## src/design/lfps_pkg.sv

```systemverilog
`default_nettype none

package lfps_pkg;

  // field widths
  localparam int SampleBits = 10;
  localparam int SpeedW     = 16;
  localparam int GainW      = 8;
  localparam int ErrW       = SampleBits + 1;   // signed side error, also the running sum
  localparam int DiffW      = SampleBits + 2;   // signed error difference
  localparam int SumLimit   = 600;

  // configuration port
  localparam int CfgIdxW  = 3;
  localparam int CfgDataW = 16;

  localparam logic [CfgIdxW-1:0] REG_LEFT_BLACK  = 3'd0;
  localparam logic [CfgIdxW-1:0] REG_RIGHT_BLACK = 3'd1;
  localparam logic [CfgIdxW-1:0] REG_BASELINE    = 3'd2;
  localparam logic [CfgIdxW-1:0] REG_BASE_SPEED  = 3'd3;
  localparam logic [CfgIdxW-1:0] REG_MAX_SPEED   = 3'd4;
  localparam logic [CfgIdxW-1:0] REG_MIN_SPEED   = 3'd5;
  localparam logic [CfgIdxW-1:0] REG_PROP_GAIN   = 3'd6;
  localparam logic [CfgIdxW-1:0] REG_DERIV_GAIN  = 3'd7;

  // queue between front and back
  localparam int QueueDepth = 2;
  localparam int QPtrW      = $clog2(QueueDepth);
  localparam int QCntW      = $clog2(QueueDepth + 1);

  // floor(x / 10) for 16-bit x as (x * 52429) >> 19
  localparam int Div10Mult  = 52429;
  localparam int Div10Shift = 19;
  localparam int Div10W     = 2 * SpeedW - Div10Shift;

  typedef enum logic [1:0] {
    SIDE_CENTER = 2'd0,
    SIDE_RIGHT  = 2'd1,
    SIDE_LEFT   = 2'd2
  } side_t;

  typedef struct packed {
    logic [SampleBits-1:0] left_black;
    logic [SampleBits-1:0] right_black;
    logic [SampleBits-1:0] baseline;
  } front_cfg_t;

  typedef struct packed {
    logic [SpeedW-1:0] base_speed;
    logic [SpeedW-1:0] speed_cap;
    logic [SpeedW-1:0] speed_floor;
    logic [GainW-1:0]  prop_gain;
    logic [GainW-1:0]  deriv_gain;
  } back_cfg_t;

  // one classified step handed from front to back
  typedef struct packed {
    side_t                  side;
    logic signed [ErrW-1:0]  err;
    logic signed [DiffW-1:0] diff;
    logic signed [ErrW-1:0]  half_sum;
    logic [SampleBits-1:0]   left_dev;
    logic [SampleBits-1:0]   right_dev;
  } step_t;

endpackage

`default_nettype wire

```

## src/design/lfps_front.sv

```systemverilog
`default_nettype none

module lfps_front import lfps_pkg::*; (
  input  wire logic                  clk,
  input  wire logic                  rst,
  input  wire logic                  in_valid,
  output logic                       in_ready,
  input  wire logic [SampleBits-1:0] left_sample,
  input  wire logic [SampleBits-1:0] right_sample,
  input  wire front_cfg_t            cfg,
  input  wire logic                  q_full,
  output logic                       push,
  output step_t                      push_data
);

  localparam logic signed [DiffW-1:0] SumHi = DiffW'(SumLimit);
  localparam logic signed [DiffW-1:0] SumLo = -SumHi;

  side_t                   side_state;
  side_t                   side_next;
  logic signed [ErrW-1:0]  last_error;
  logic signed [ErrW-1:0]  error_sum;
  logic signed [ErrW-1:0]  error_sum_next;
  logic [SampleBits-1:0]   left_dev;
  logic [SampleBits-1:0]   right_dev;
  logic signed [ErrW-1:0]  err;
  logic signed [DiffW-1:0] diff;
  logic signed [ErrW-1:0]  half_sum;
  logic signed [DiffW-1:0] sum_wide;
  logic                    accept;

  // black level minus sample, less the dead band, floored at zero
  function automatic logic [SampleBits-1:0] side_error(
    input logic [SampleBits-1:0] black,
    input logic [SampleBits-1:0] sample,
    input logic [SampleBits-1:0] base
  );
    logic signed [SampleBits:0] raw;
    logic signed [SampleBits:0] dead;
    logic signed [SampleBits:0] rem;
    raw  = $signed({1'b0, black}) - $signed({1'b0, sample});
    dead = $signed({1'b0, base});
    rem  = raw - dead;
    if (raw > dead) begin
      return rem[SampleBits-1:0];
    end else begin
      return '0;
    end
  endfunction

  assign in_ready = !q_full;
  assign accept   = in_valid && in_ready;
  assign push     = accept;

  always_comb begin
    left_dev  = side_error(cfg.left_black, left_sample, cfg.baseline);
    right_dev = side_error(cfg.right_black, right_sample, cfg.baseline);

    priority if (left_dev == '0 && right_dev == '0) begin
      side_next = SIDE_CENTER;
    end else if (left_dev == '0) begin
      side_next = SIDE_RIGHT;
    end else if (right_dev == '0) begin
      side_next = SIDE_LEFT;
    end else begin
      side_next = side_state;
    end

    unique case (side_next)
      SIDE_RIGHT: err = $signed({1'b0, right_dev});
      SIDE_LEFT:  err = -$signed({1'b0, left_dev});
      default:    err = '0;
    endcase

    diff = DiffW'(err) - DiffW'(last_error);

    // halving that truncates toward zero
    half_sum = (error_sum >>> 1)
             + $signed({{(ErrW-1){1'b0}}, error_sum[ErrW-1] & error_sum[0]});

    sum_wide = DiffW'(error_sum) + DiffW'(err);
    priority if (sum_wide > SumHi) begin
      error_sum_next = ErrW'(SumHi);
    end else if (sum_wide < SumLo) begin
      error_sum_next = ErrW'(SumLo);
    end else begin
      error_sum_next = ErrW'(sum_wide);
    end

    push_data.side      = side_next;
    push_data.err       = err;
    push_data.diff      = diff;
    push_data.half_sum  = half_sum;
    push_data.left_dev  = left_dev;
    push_data.right_dev = right_dev;
  end

  always_ff @(posedge clk) begin
    if (rst) begin
      side_state <= SIDE_CENTER;
      last_error <= '0;
      error_sum  <= '0;
    end else if (accept) begin
      side_state <= side_next;
      last_error <= err;
      error_sum  <= error_sum_next;
    end
  end

`ifndef SYNTHESIS
  a_sum_in_range: assert property (@(posedge clk) disable iff (rst)
    accept |=> (error_sum <= SumLimit && error_sum >= -SumLimit))
    else $error("running error sum left its limit");
`endif

endmodule

`default_nettype wire

```

## src/design/lfps_queue.sv

```systemverilog
`default_nettype none

module lfps_queue import lfps_pkg::*; (
  input  wire logic  clk,
  input  wire logic  rst,
  input  wire logic  push,
  input  wire step_t push_data,
  input  wire logic  pop,
  output logic       full,
  output logic       q_valid,
  output step_t      head
);

  step_t             entries [QueueDepth];
  logic [QPtrW-1:0]  wr_ptr;
  logic [QPtrW-1:0]  rd_ptr;
  logic [QCntW-1:0]  count;

  assign full    = (count == QCntW'(QueueDepth));
  assign q_valid = (count != '0);
  assign head    = entries[rd_ptr];

  always_ff @(posedge clk) begin
    if (push) begin
      entries[wr_ptr] <= push_data;
    end
  end

  always_ff @(posedge clk) begin
    if (rst) begin
      wr_ptr <= '0;
      rd_ptr <= '0;
      count  <= '0;
    end else begin
      if (push) begin
        wr_ptr <= (wr_ptr == QPtrW'(QueueDepth - 1)) ? '0 : wr_ptr + 1'b1;
      end
      if (pop) begin
        rd_ptr <= (rd_ptr == QPtrW'(QueueDepth - 1)) ? '0 : rd_ptr + 1'b1;
      end
      priority if (push && !pop) begin
        count <= count + 1'b1;
      end else if (pop && !push) begin
        count <= count - 1'b1;
      end else begin
        count <= count;
      end
    end
  end

`ifndef SYNTHESIS
  a_no_overflow: assert property (@(posedge clk) disable iff (rst)
    !(push && full))
    else $error("push into a full queue");

  a_no_underflow: assert property (@(posedge clk) disable iff (rst)
    pop |-> q_valid)
    else $error("pop from an empty queue");
`endif

endmodule

`default_nettype wire

```

## src/design/lfps_back.sv

```systemverilog
`default_nettype none

module lfps_back import lfps_pkg::*; (
  input  wire logic             clk,
  input  wire logic             rst,
  input  wire logic             q_valid,
  input  wire step_t            head,
  output logic                  pop,
  input  wire back_cfg_t        cfg,
  output logic                  out_valid,
  input  wire logic             out_ready,
  output logic [SpeedW-1:0]     left_drive,
  output logic [SpeedW-1:0]     right_drive,
  output logic [1:0]            side_seen,
  output logic [SampleBits-1:0] left_error_out,
  output logic [SampleBits-1:0] right_error_out
);

  localparam int PW  = ErrW + GainW + 1;   // prop product
  localparam int DW  = DiffW + GainW + 1;  // deriv product
  localparam int MW  = DW + 1;             // correction
  localparam int MEW = MW + 1;             // correction, doubled on left
  localparam int VW  = MEW + 2;            // raw wheel level

  logic en1, en2, en3;

  // stage 1: products
  logic                   s1_valid;
  side_t                  s1_side;
  logic signed [PW-1:0]   s1_p;
  logic signed [DW-1:0]   s1_d;
  logic signed [ErrW-1:0] s1_half;
  logic [SampleBits-1:0]  s1_lerr, s1_rerr;
  logic [Div10W-1:0]      s1_div10;
  logic signed [PW-1:0]   p_mult;
  logic signed [DW-1:0]   d_mult;
  logic [2*SpeedW-1:0]    div_prod;

  // stage 2: correction and left overshoot level
  logic                   s2_valid;
  side_t                  s2_side;
  logic signed [MEW-1:0]  s2_m;
  logic [SpeedW-1:0]      s2_ovr;
  logic [SampleBits-1:0]  s2_lerr, s2_rerr;
  logic signed [MW-1:0]   m_sum;
  logic signed [MEW-1:0]  m_eff;
  logic [SpeedW:0]        ovr_sum;
  logic [SpeedW-1:0]      ovr_sat;

  logic signed [VW-1:0]   ls, rs;
  logic [SpeedW-1:0]      ls_clamped, rs_clamped;

  function automatic logic [SpeedW-1:0] clamp_drive(
    input logic signed [VW-1:0] v,
    input logic [SpeedW-1:0]    hi_val,
    input logic [SpeedW-1:0]    mx,
    input logic [SpeedW-1:0]    mn
  );
    logic signed [VW-1:0] t;
    if (v > $signed(VW'(mx))) begin
      t = $signed(VW'(hi_val));
    end else begin
      t = v;
    end
    if (t < $signed(VW'(mn))) begin
      t = $signed(VW'(mn));
    end
    return t[SpeedW-1:0];
  endfunction

  assign en3 = !out_valid || out_ready;
  assign en2 = !s2_valid || en3;
  assign en1 = !s1_valid || en2;
  assign pop = q_valid && en1;

  always_comb begin
    p_mult   = $signed({1'b0, cfg.prop_gain}) * $signed(head.err);
    d_mult   = $signed({1'b0, cfg.deriv_gain}) * $signed(head.diff);
    div_prod = cfg.speed_cap * SpeedW'(Div10Mult);

    m_sum = MW'(s1_p) + MW'(s1_d) + MW'(s1_half);
    unique case (s1_side)
      SIDE_LEFT:  m_eff = MEW'(m_sum) <<< 1;
      SIDE_RIGHT: m_eff = MEW'(m_sum);
      default:    m_eff = '0;
    endcase
    // floor(max * 11 / 10) as max + floor(max / 10), saturated
    ovr_sum = {1'b0, cfg.speed_cap} + (SpeedW+1)'(s1_div10);
    ovr_sat = ovr_sum[SpeedW] ? '1 : ovr_sum[SpeedW-1:0];

    ls = $signed(VW'(cfg.base_speed)) - VW'(s2_m);
    rs = $signed(VW'(cfg.base_speed)) + VW'(s2_m);
    ls_clamped = clamp_drive(ls, s2_ovr, cfg.speed_cap, cfg.speed_floor);
    rs_clamped = clamp_drive(rs, cfg.speed_cap, cfg.speed_cap, cfg.speed_floor);
  end

  always_ff @(posedge clk) begin
    if (rst) begin
      s1_valid  <= 1'b0;
      s2_valid  <= 1'b0;
      out_valid <= 1'b0;
    end else begin
      if (en1) s1_valid <= q_valid;
      if (en2) s2_valid <= s1_valid;
      if (en3) out_valid <= s2_valid;
    end
  end

  always_ff @(posedge clk) begin
    if (en1) begin
      s1_side  <= head.side;
      s1_p     <= p_mult;
      s1_d     <= d_mult;
      s1_half  <= head.half_sum;
      s1_lerr  <= head.left_dev;
      s1_rerr  <= head.right_dev;
      s1_div10 <= div_prod[2*SpeedW-1:Div10Shift];
    end
    if (en2) begin
      s2_side <= s1_side;
      s2_m    <= m_eff;
      s2_ovr  <= ovr_sat;
      s2_lerr <= s1_lerr;
      s2_rerr <= s1_rerr;
    end
    if (en3) begin
      left_drive      <= ls_clamped;
      right_drive     <= rs_clamped;
      side_seen       <= s2_side;
      left_error_out  <= s2_lerr;
      right_error_out <= s2_rerr;
    end
  end

`ifndef SYNTHESIS
  a_drive_floor: assert property (@(posedge clk) disable iff (rst)
    out_valid |-> (left_drive >= cfg.speed_floor && right_drive >= cfg.speed_floor))
    else $error("drive below min level");
`endif

endmodule

`default_nettype wire

```

## src/design/line_follow_pid_steer.sv

```systemverilog
// channel   signals                                   direction
// in        in_valid in_ready left_sample right_sample  sensor pair in
// out       out_valid out_ready left_drive right_drive  drive pair out
//           side_seen left_error_out right_error_out
// cfg       cfg_valid cfg_ready cfg_index cfg_data      register write in
//
// one sample pair per clock sustained while out_ready holds high; a result passes the queue
// write, product stage, correction stage and output register after its beat is taken
// the side, last error and clamped sum recurrence closes in the front, updated on each taken beat
// a two-beat queue lets the front keep taking beats while the back stalls on out_ready, until it fills
// cfg_ready is always high; registers return to their reset values on rst
`default_nettype none

module line_follow_pid_steer import lfps_pkg::*; (
  input  wire logic                  clk,
  input  wire logic                  rst,
  input  wire logic                  in_valid,
  output logic                       in_ready,
  input  wire logic [SampleBits-1:0] left_sample,
  input  wire logic [SampleBits-1:0] right_sample,
  output logic                       out_valid,
  input  wire logic                  out_ready,
  output logic [SpeedW-1:0]          left_drive,
  output logic [SpeedW-1:0]          right_drive,
  output logic [1:0]                 side_seen,
  output logic [SampleBits-1:0]      left_error_out,
  output logic [SampleBits-1:0]      right_error_out,
  input  wire logic                  cfg_valid,
  output logic                       cfg_ready,
  input  wire logic [CfgIdxW-1:0]    cfg_index,
  input  wire logic [CfgDataW-1:0]   cfg_data
);

  front_cfg_t front_cfg;
  back_cfg_t  back_cfg;

  // handoff between front and back
  logic  push;
  step_t push_data;
  logic  pop;
  logic  q_full;
  logic  q_valid;
  step_t head;

  // config writes are always accepted and registered
  assign cfg_ready = 1'b1;

  always_ff @(posedge clk) begin
    if (rst) begin
      front_cfg.left_black  <= '1;
      front_cfg.right_black <= '1;
      front_cfg.baseline    <= '0;
      back_cfg.base_speed   <= '0;
      back_cfg.speed_cap    <= '0;
      back_cfg.speed_floor  <= '0;
      back_cfg.prop_gain    <= GainW'(3);
      back_cfg.deriv_gain   <= GainW'(25);
    end else if (cfg_valid && cfg_ready) begin
      unique case (cfg_index)
        REG_LEFT_BLACK:  front_cfg.left_black  <= cfg_data[SampleBits-1:0];
        REG_RIGHT_BLACK: front_cfg.right_black <= cfg_data[SampleBits-1:0];
        REG_BASELINE:    front_cfg.baseline    <= cfg_data[SampleBits-1:0];
        REG_BASE_SPEED:  back_cfg.base_speed   <= cfg_data[SpeedW-1:0];
        REG_MAX_SPEED:   back_cfg.speed_cap    <= cfg_data[SpeedW-1:0];
        REG_MIN_SPEED:   back_cfg.speed_floor  <= cfg_data[SpeedW-1:0];
        REG_PROP_GAIN:   back_cfg.prop_gain    <= cfg_data[GainW-1:0];
        REG_DERIV_GAIN:  back_cfg.deriv_gain   <= cfg_data[GainW-1:0];
        default:         ;
      endcase
    end
  end

  // front: side errors, side tracking, pid state update
  lfps_front u_front (
    .clk          (clk),
    .rst          (rst),
    .in_valid     (in_valid),
    .in_ready     (in_ready),
    .left_sample  (left_sample),
    .right_sample (right_sample),
    .cfg          (front_cfg),
    .q_full       (q_full),
    .push         (push),
    .push_data    (push_data)
  );

  // two-beat queue decouples the stall domains
  lfps_queue u_queue (
    .clk       (clk),
    .rst       (rst),
    .push      (push),
    .push_data (push_data),
    .pop       (pop),
    .full      (q_full),
    .q_valid   (q_valid),
    .head      (head)
  );

  // back: gains, steering, clamps, output register
  lfps_back u_back (
    .clk             (clk),
    .rst             (rst),
    .q_valid         (q_valid),
    .head            (head),
    .pop             (pop),
    .cfg             (back_cfg),
    .out_valid       (out_valid),
    .out_ready       (out_ready),
    .left_drive      (left_drive),
    .right_drive     (right_drive),
    .side_seen       (side_seen),
    .left_error_out  (left_error_out),
    .right_error_out (right_error_out)
  );

endmodule

`default_nettype wire
```

## config.mk

```make
export PLATFORM = sky130hd
export DESIGN_NAME = line_follow_pid_steer
export DESIGN_NICKNAME = d
export VERILOG_FILES = /design/src/design/lfps_pkg.sv /design/src/design/lfps_front.sv /design/src/design/lfps_queue.sv /design/src/design/lfps_back.sv /design/src/design/line_follow_pid_steer.sv
export SDC_FILE = /design/constraint.sdc
export NUM_CORES = 2
export LEC_CHECK = 0
export BUFFER_PORTS_ARGS = -buffer_cell sky130_fd_sc_hd__buf_2
export CORE_ASPECT_RATIO = 0.5
export CORE_MARGIN = 4
export CORE_UTILIZATION = 58
export DETAILED_ROUTE_END_ITERATION = 8
export PLACE_DENSITY = 0.89
export SKIP_LAST_GASP = 1
export SLEW_MARGIN = 0
export SYNTH_ARGS = -nofsm -noshare
export SYNTH_HDL_FRONTEND = slang
export SYNTH_HIERARCHICAL = 1
export SYNTH_SLANG_ARGS = --single-unit
```

## constraint.sdc

```tcl
create_clock -name clk -period 7.9 [get_ports clk]
set_input_delay 0.79 -clock clk [delete_from_list [all_inputs] [get_ports clk]]
set_output_delay 0.79 -clock clk [all_outputs]
set_load 0.02 [all_outputs]
```

==> impl_metrics.json <==
{
  "status": "finished clean",
  "cts_tree": "yes",
  "synthCells": 3417,
  "seq_power_share_pct": 22.6,
  "crit_type": "reg -> reg",
  "synth_area_leaders": "edfxtp_1, fa_1, ha_1, dfxtp_1, inv_1",
  "clockBufferDepth": 3,
  "grt_pass1_vias": 26900,
  "drive_above_1_share_pct": 11.8,
  "clock.fmax_mhz": 132,
  "p_total_mw": 17.7,
  "grt_pass1_wl_mm": 148,
  "relSlewSlack_pct": 22.0,
  "synth_area_sq_um": 36400,
  "postSynthNetCount": 4132,
  "internal_power_mw": 9.52,
  "grt-ovfl-total": 0,
  "wl_per_cell_microns": 21.4,
  "synth.distinct_cells": 108,
  "worstSkewPairLatency_ps": 580,
  "p_leak_nw": 18.6,
  "synth_seq_cells": 440,
  "crit_required_ps": 8220,
  "cap_violations": 0,
  "numPortBuffers": 99,
  "hold_buffers": 0,
  "cts-root-buf": "clkbuf_16",
  "crit_top_cell": "a21oi_1",
  "nets": 4255,
  "vias": 26100,
  "via_per_inst": 5.94,
  "cts_num_sinks": 440,
  "initialDrtViolationCount": 2430,
  "swShare_pct": 46.2,
  "initial_core_util_pct": 59.0,
  "comb_power_share_pct": 65.7,
  "cp-end-kind": "flop",
  "pre_cts_ws_ps": -144,
  "post-synth-top-area-cell": "edfxtp_1",
  "r2r-end": "u_back/right_drive[15]",
  "wirelength_mm": 94.1,
  "postRouteAntennaNets": 0,
  "drtPass1Iterations": 5,
  "r2r_start": "u_back/s2_m[0]",
  "cp_data_arrival_time_ps": 7880,
  "async_flop_share_pct": 0,
  "layout.cells.most_common_list": "inv_1, ha_1, edfxtp_1",
  "grt_antenna_before_repair": 4,
  "layout_commonest_cell": "inv_1",
  "synthFlopType": "edfxtp_1",
  "reg2reg_depth": 29,
  "cp-endpoint": "u_back/right_drive[15]",
  "slowest_delay_ps": 420,
  "cts_inserted_buffers": 42,
  "core_sq_um": 61600,
  "crit_path_start_kind": "flop",
  "design_area_sq_um": 39400,
  "synth.top_cell.area_share_pct": 25.9,
  "p_switching_mw": 8.18,
  "place.gp.congestion": 1.01,
  "rows": 64,
  "die_height_microns": 185,
  "rsz0062_at_grt": "true",
  "place_area_sq_um": 37900,
  "final_cell_count_no_fill": 4400,
  "grt_max_degree": 106,
  "holdCritPathClass": "reg -> reg",
  "dp_hpwl_mm": 73.5,
  "slew_violations": 0,
  "worstPathMaxFanout": 17,
  "p_clk_share_pct": 11.7,
  "die_area_sq_um": 67000,
  "power_density_nw_per_um2": 450,
  "avgSynthCellArea_sq_um": 10.6,
  "ys_warn_count": 6,
  "drc": 0,
  "setup-violations-final": 0,
  "post-route-period-util_pct": 95.7,
  "cts.reportedPaths.clkPinSlew_ps": 70,
  "synth_edf_count": 314,
  "dp.cells": 4319,
  "post-route-util_pct": 63.9,
  "setup_slack_ps": 339,
  "die_w_microns": 362,
  "slowest_stage": "edfxtp_1",
  "finalHoldViolations": 0,
  "regToRegSetupSlack_ps": 340,
  "post-route-min-period_ps": 7560,
  "htree_levels": 2,
  "ys_seq_area_share_pct": 32.9,
  "num_io_pins": 101,
  "clock_skew_ps": 28.4,
  "grt_use_total_pct": 28.3,
  "irDropWorstVdd_v": 0.000701,
  "critPathLaunch": "u_back/s2_m[0]",
  "worstMarginPinSlew_ps": 1170,
  "syn2layout_area_growth_pct": 8.26,
  "fill_cells": 4486
}
[worst min-delay path by stage]
stage	startpoint	to	slack, ps	depth (start not counted)
2_1_floorplan	u_back/s2_lerr[0]	u_back/left_error_out[0]	400	0
3_3_place_gp	u_back/s2_rerr[9]	u_back/right_error_out[9]	400	0
3_5_place_dp	u_back/s2_lerr[1]	u_back/left_error_out[1]	400	0
4_1_cts	u_back/s2_rerr[3]	u_back/right_error_out[3]	410	0
5_1_grt	u_back/s1_rerr[2]	u_back/s2_rerr[2]	420	0
6_report	u_back/s2_rerr[3]	u_back/right_error_out[3]	410	0
[timing repair]
item,in CTS,in global routing
endpoints found under the setup margin,13,48
setup buffers,0,2
gates cloned,0,0
pin swaps,0,5
gates resized for setup,2,19
[routing by layer]
layer,vias to the layer above,GRT usage [%],wire length [microns]
met5,-,0,26
met4,4,10.8,3770
met3,211,4.71,7120
met2,1095,47.5,43700
met1,12900,37.2,39500
li1,11900,-,-
[sequential cells by signal, summed over array words and instances, names as in the netlist, 11 cells and up, named ones only]
name	cells
u_back/right_drive	16
u_front/error_sum	11
u_queue/entries	112
u_back/s1_half	11
u_back/s1_div10	13
u_back/left_drive	16
u_back/s2_ovr	16
back_cfg	64
u_back/s1_p	20
u_back/s1_d	21
u_back/s2_m	23
u_front/last_error	11
front_cfg	30
[area by class of cell]
type                            instances  area (sq um)  share of cell area, %
Antenna cell                            1          2.50                0.00636
Clock buffer                           50          1110                   2.83
Clock inverter                         28           277                  0.703
Inverter                              489          1840                   4.66
Multi-Input combinational cell       2398         22100                   56.2
Sequential cell                       440         12000                   30.4
Tap cell                              825          1030                   2.62
Timing Repair Buffer                  169          1030                   2.61
[power groups by stage]
| stage | clock network (mW) | registers [mW] | logic, mW |
|---|---|---|---|
| 2_1_floorplan | 0 | 4.01 | 8.29 |
| 3_3_place_gp | 0 | 4.01 | 10.7 |
| 3_5_place_dp | 0 | 4.05 | 11.2 |
| 4_1_cts | 2.09 | 4.01 | 11.4 |
| 5_1_grt | 2.19 | 4.06 | 12.9 |
| 6_report | 2.06 | 4.01 | 11.6 |
[worst max-delay path: cells and delay by family (launching register included)]
family                   cells  cell delay (ps)
adder cells (fa/ha/maj)      4             1220
multiplexers                 2              670
flip-flops                   1              420
XOR/XNOR                     1              240
AND/OR/NAND/NOR              4              750
buffers and inverters        1              220
AO/OA/AOI/OAI               17             3800
[synthesized netlist by cell type, types with 5 or more instances]
cell type / instances
nand2b_1: 109
a211oi_1: 17
o21bai_1: 14
nor2_1: 203
ha_1: 409
a221oi_1: 5
fa_1: 262
nand4b_1: 7
buf_6: 15
mux2i_1: 99
and3_1: 12
nand2_1: 170
nor2b_1: 40
dfxtp_1: 126
o21a_1: 34
a22o_1: 15
a211o_1: 8
o21ai_0: 100
clkbuf_1: 40
nand3_1: 36
a31oi_1: 15
buf_2: 20
xnor2_1: 107
nor4_1: 11
a311oi_1: 6
xor2_1: 49
mux2_4: 10
a21o_1: 48
nor3_1: 37
or2_2: 7
o31ai_1: 12
a41oi_1: 7
nand4_1: 19
and2_1: 130
inv_1: 486
buf_4: 8
a21boi_0: 18
mux2_2: 110
edfxtp_1: 314
a311o_1: 8
or3_1: 15
o22ai_1: 10
a21oi_1: 129
[logic make-up (layout without fill, tap and decap cells)]
group / Yosys count / after routing / synth area share, %
simple gates: 832 / 832 / 11.9
fa+ha+maj: 672 / 672 / 28.5
buf+inv: 579 / 736 / 6.59
compound gates: 516 / 516 / 9.70
flops: 440 / 440 / 32.9
mux: 219 / 219 / 6.55
xor+xnor: 158 / 158 / 3.88
other cells: 1 / 2 / 0.0103
[stage by stage]
stage | hold slack [ps] | setup TNS, ps
after floorplan | 400 | 0
after global placement | 402 | 0
after detailed placement | 405 | -1360
after CTS | 411 | 0
after global routing | 421 | -9.61
final | 411 | 0
Note: power is estimated with default switching activity, not from simulation.
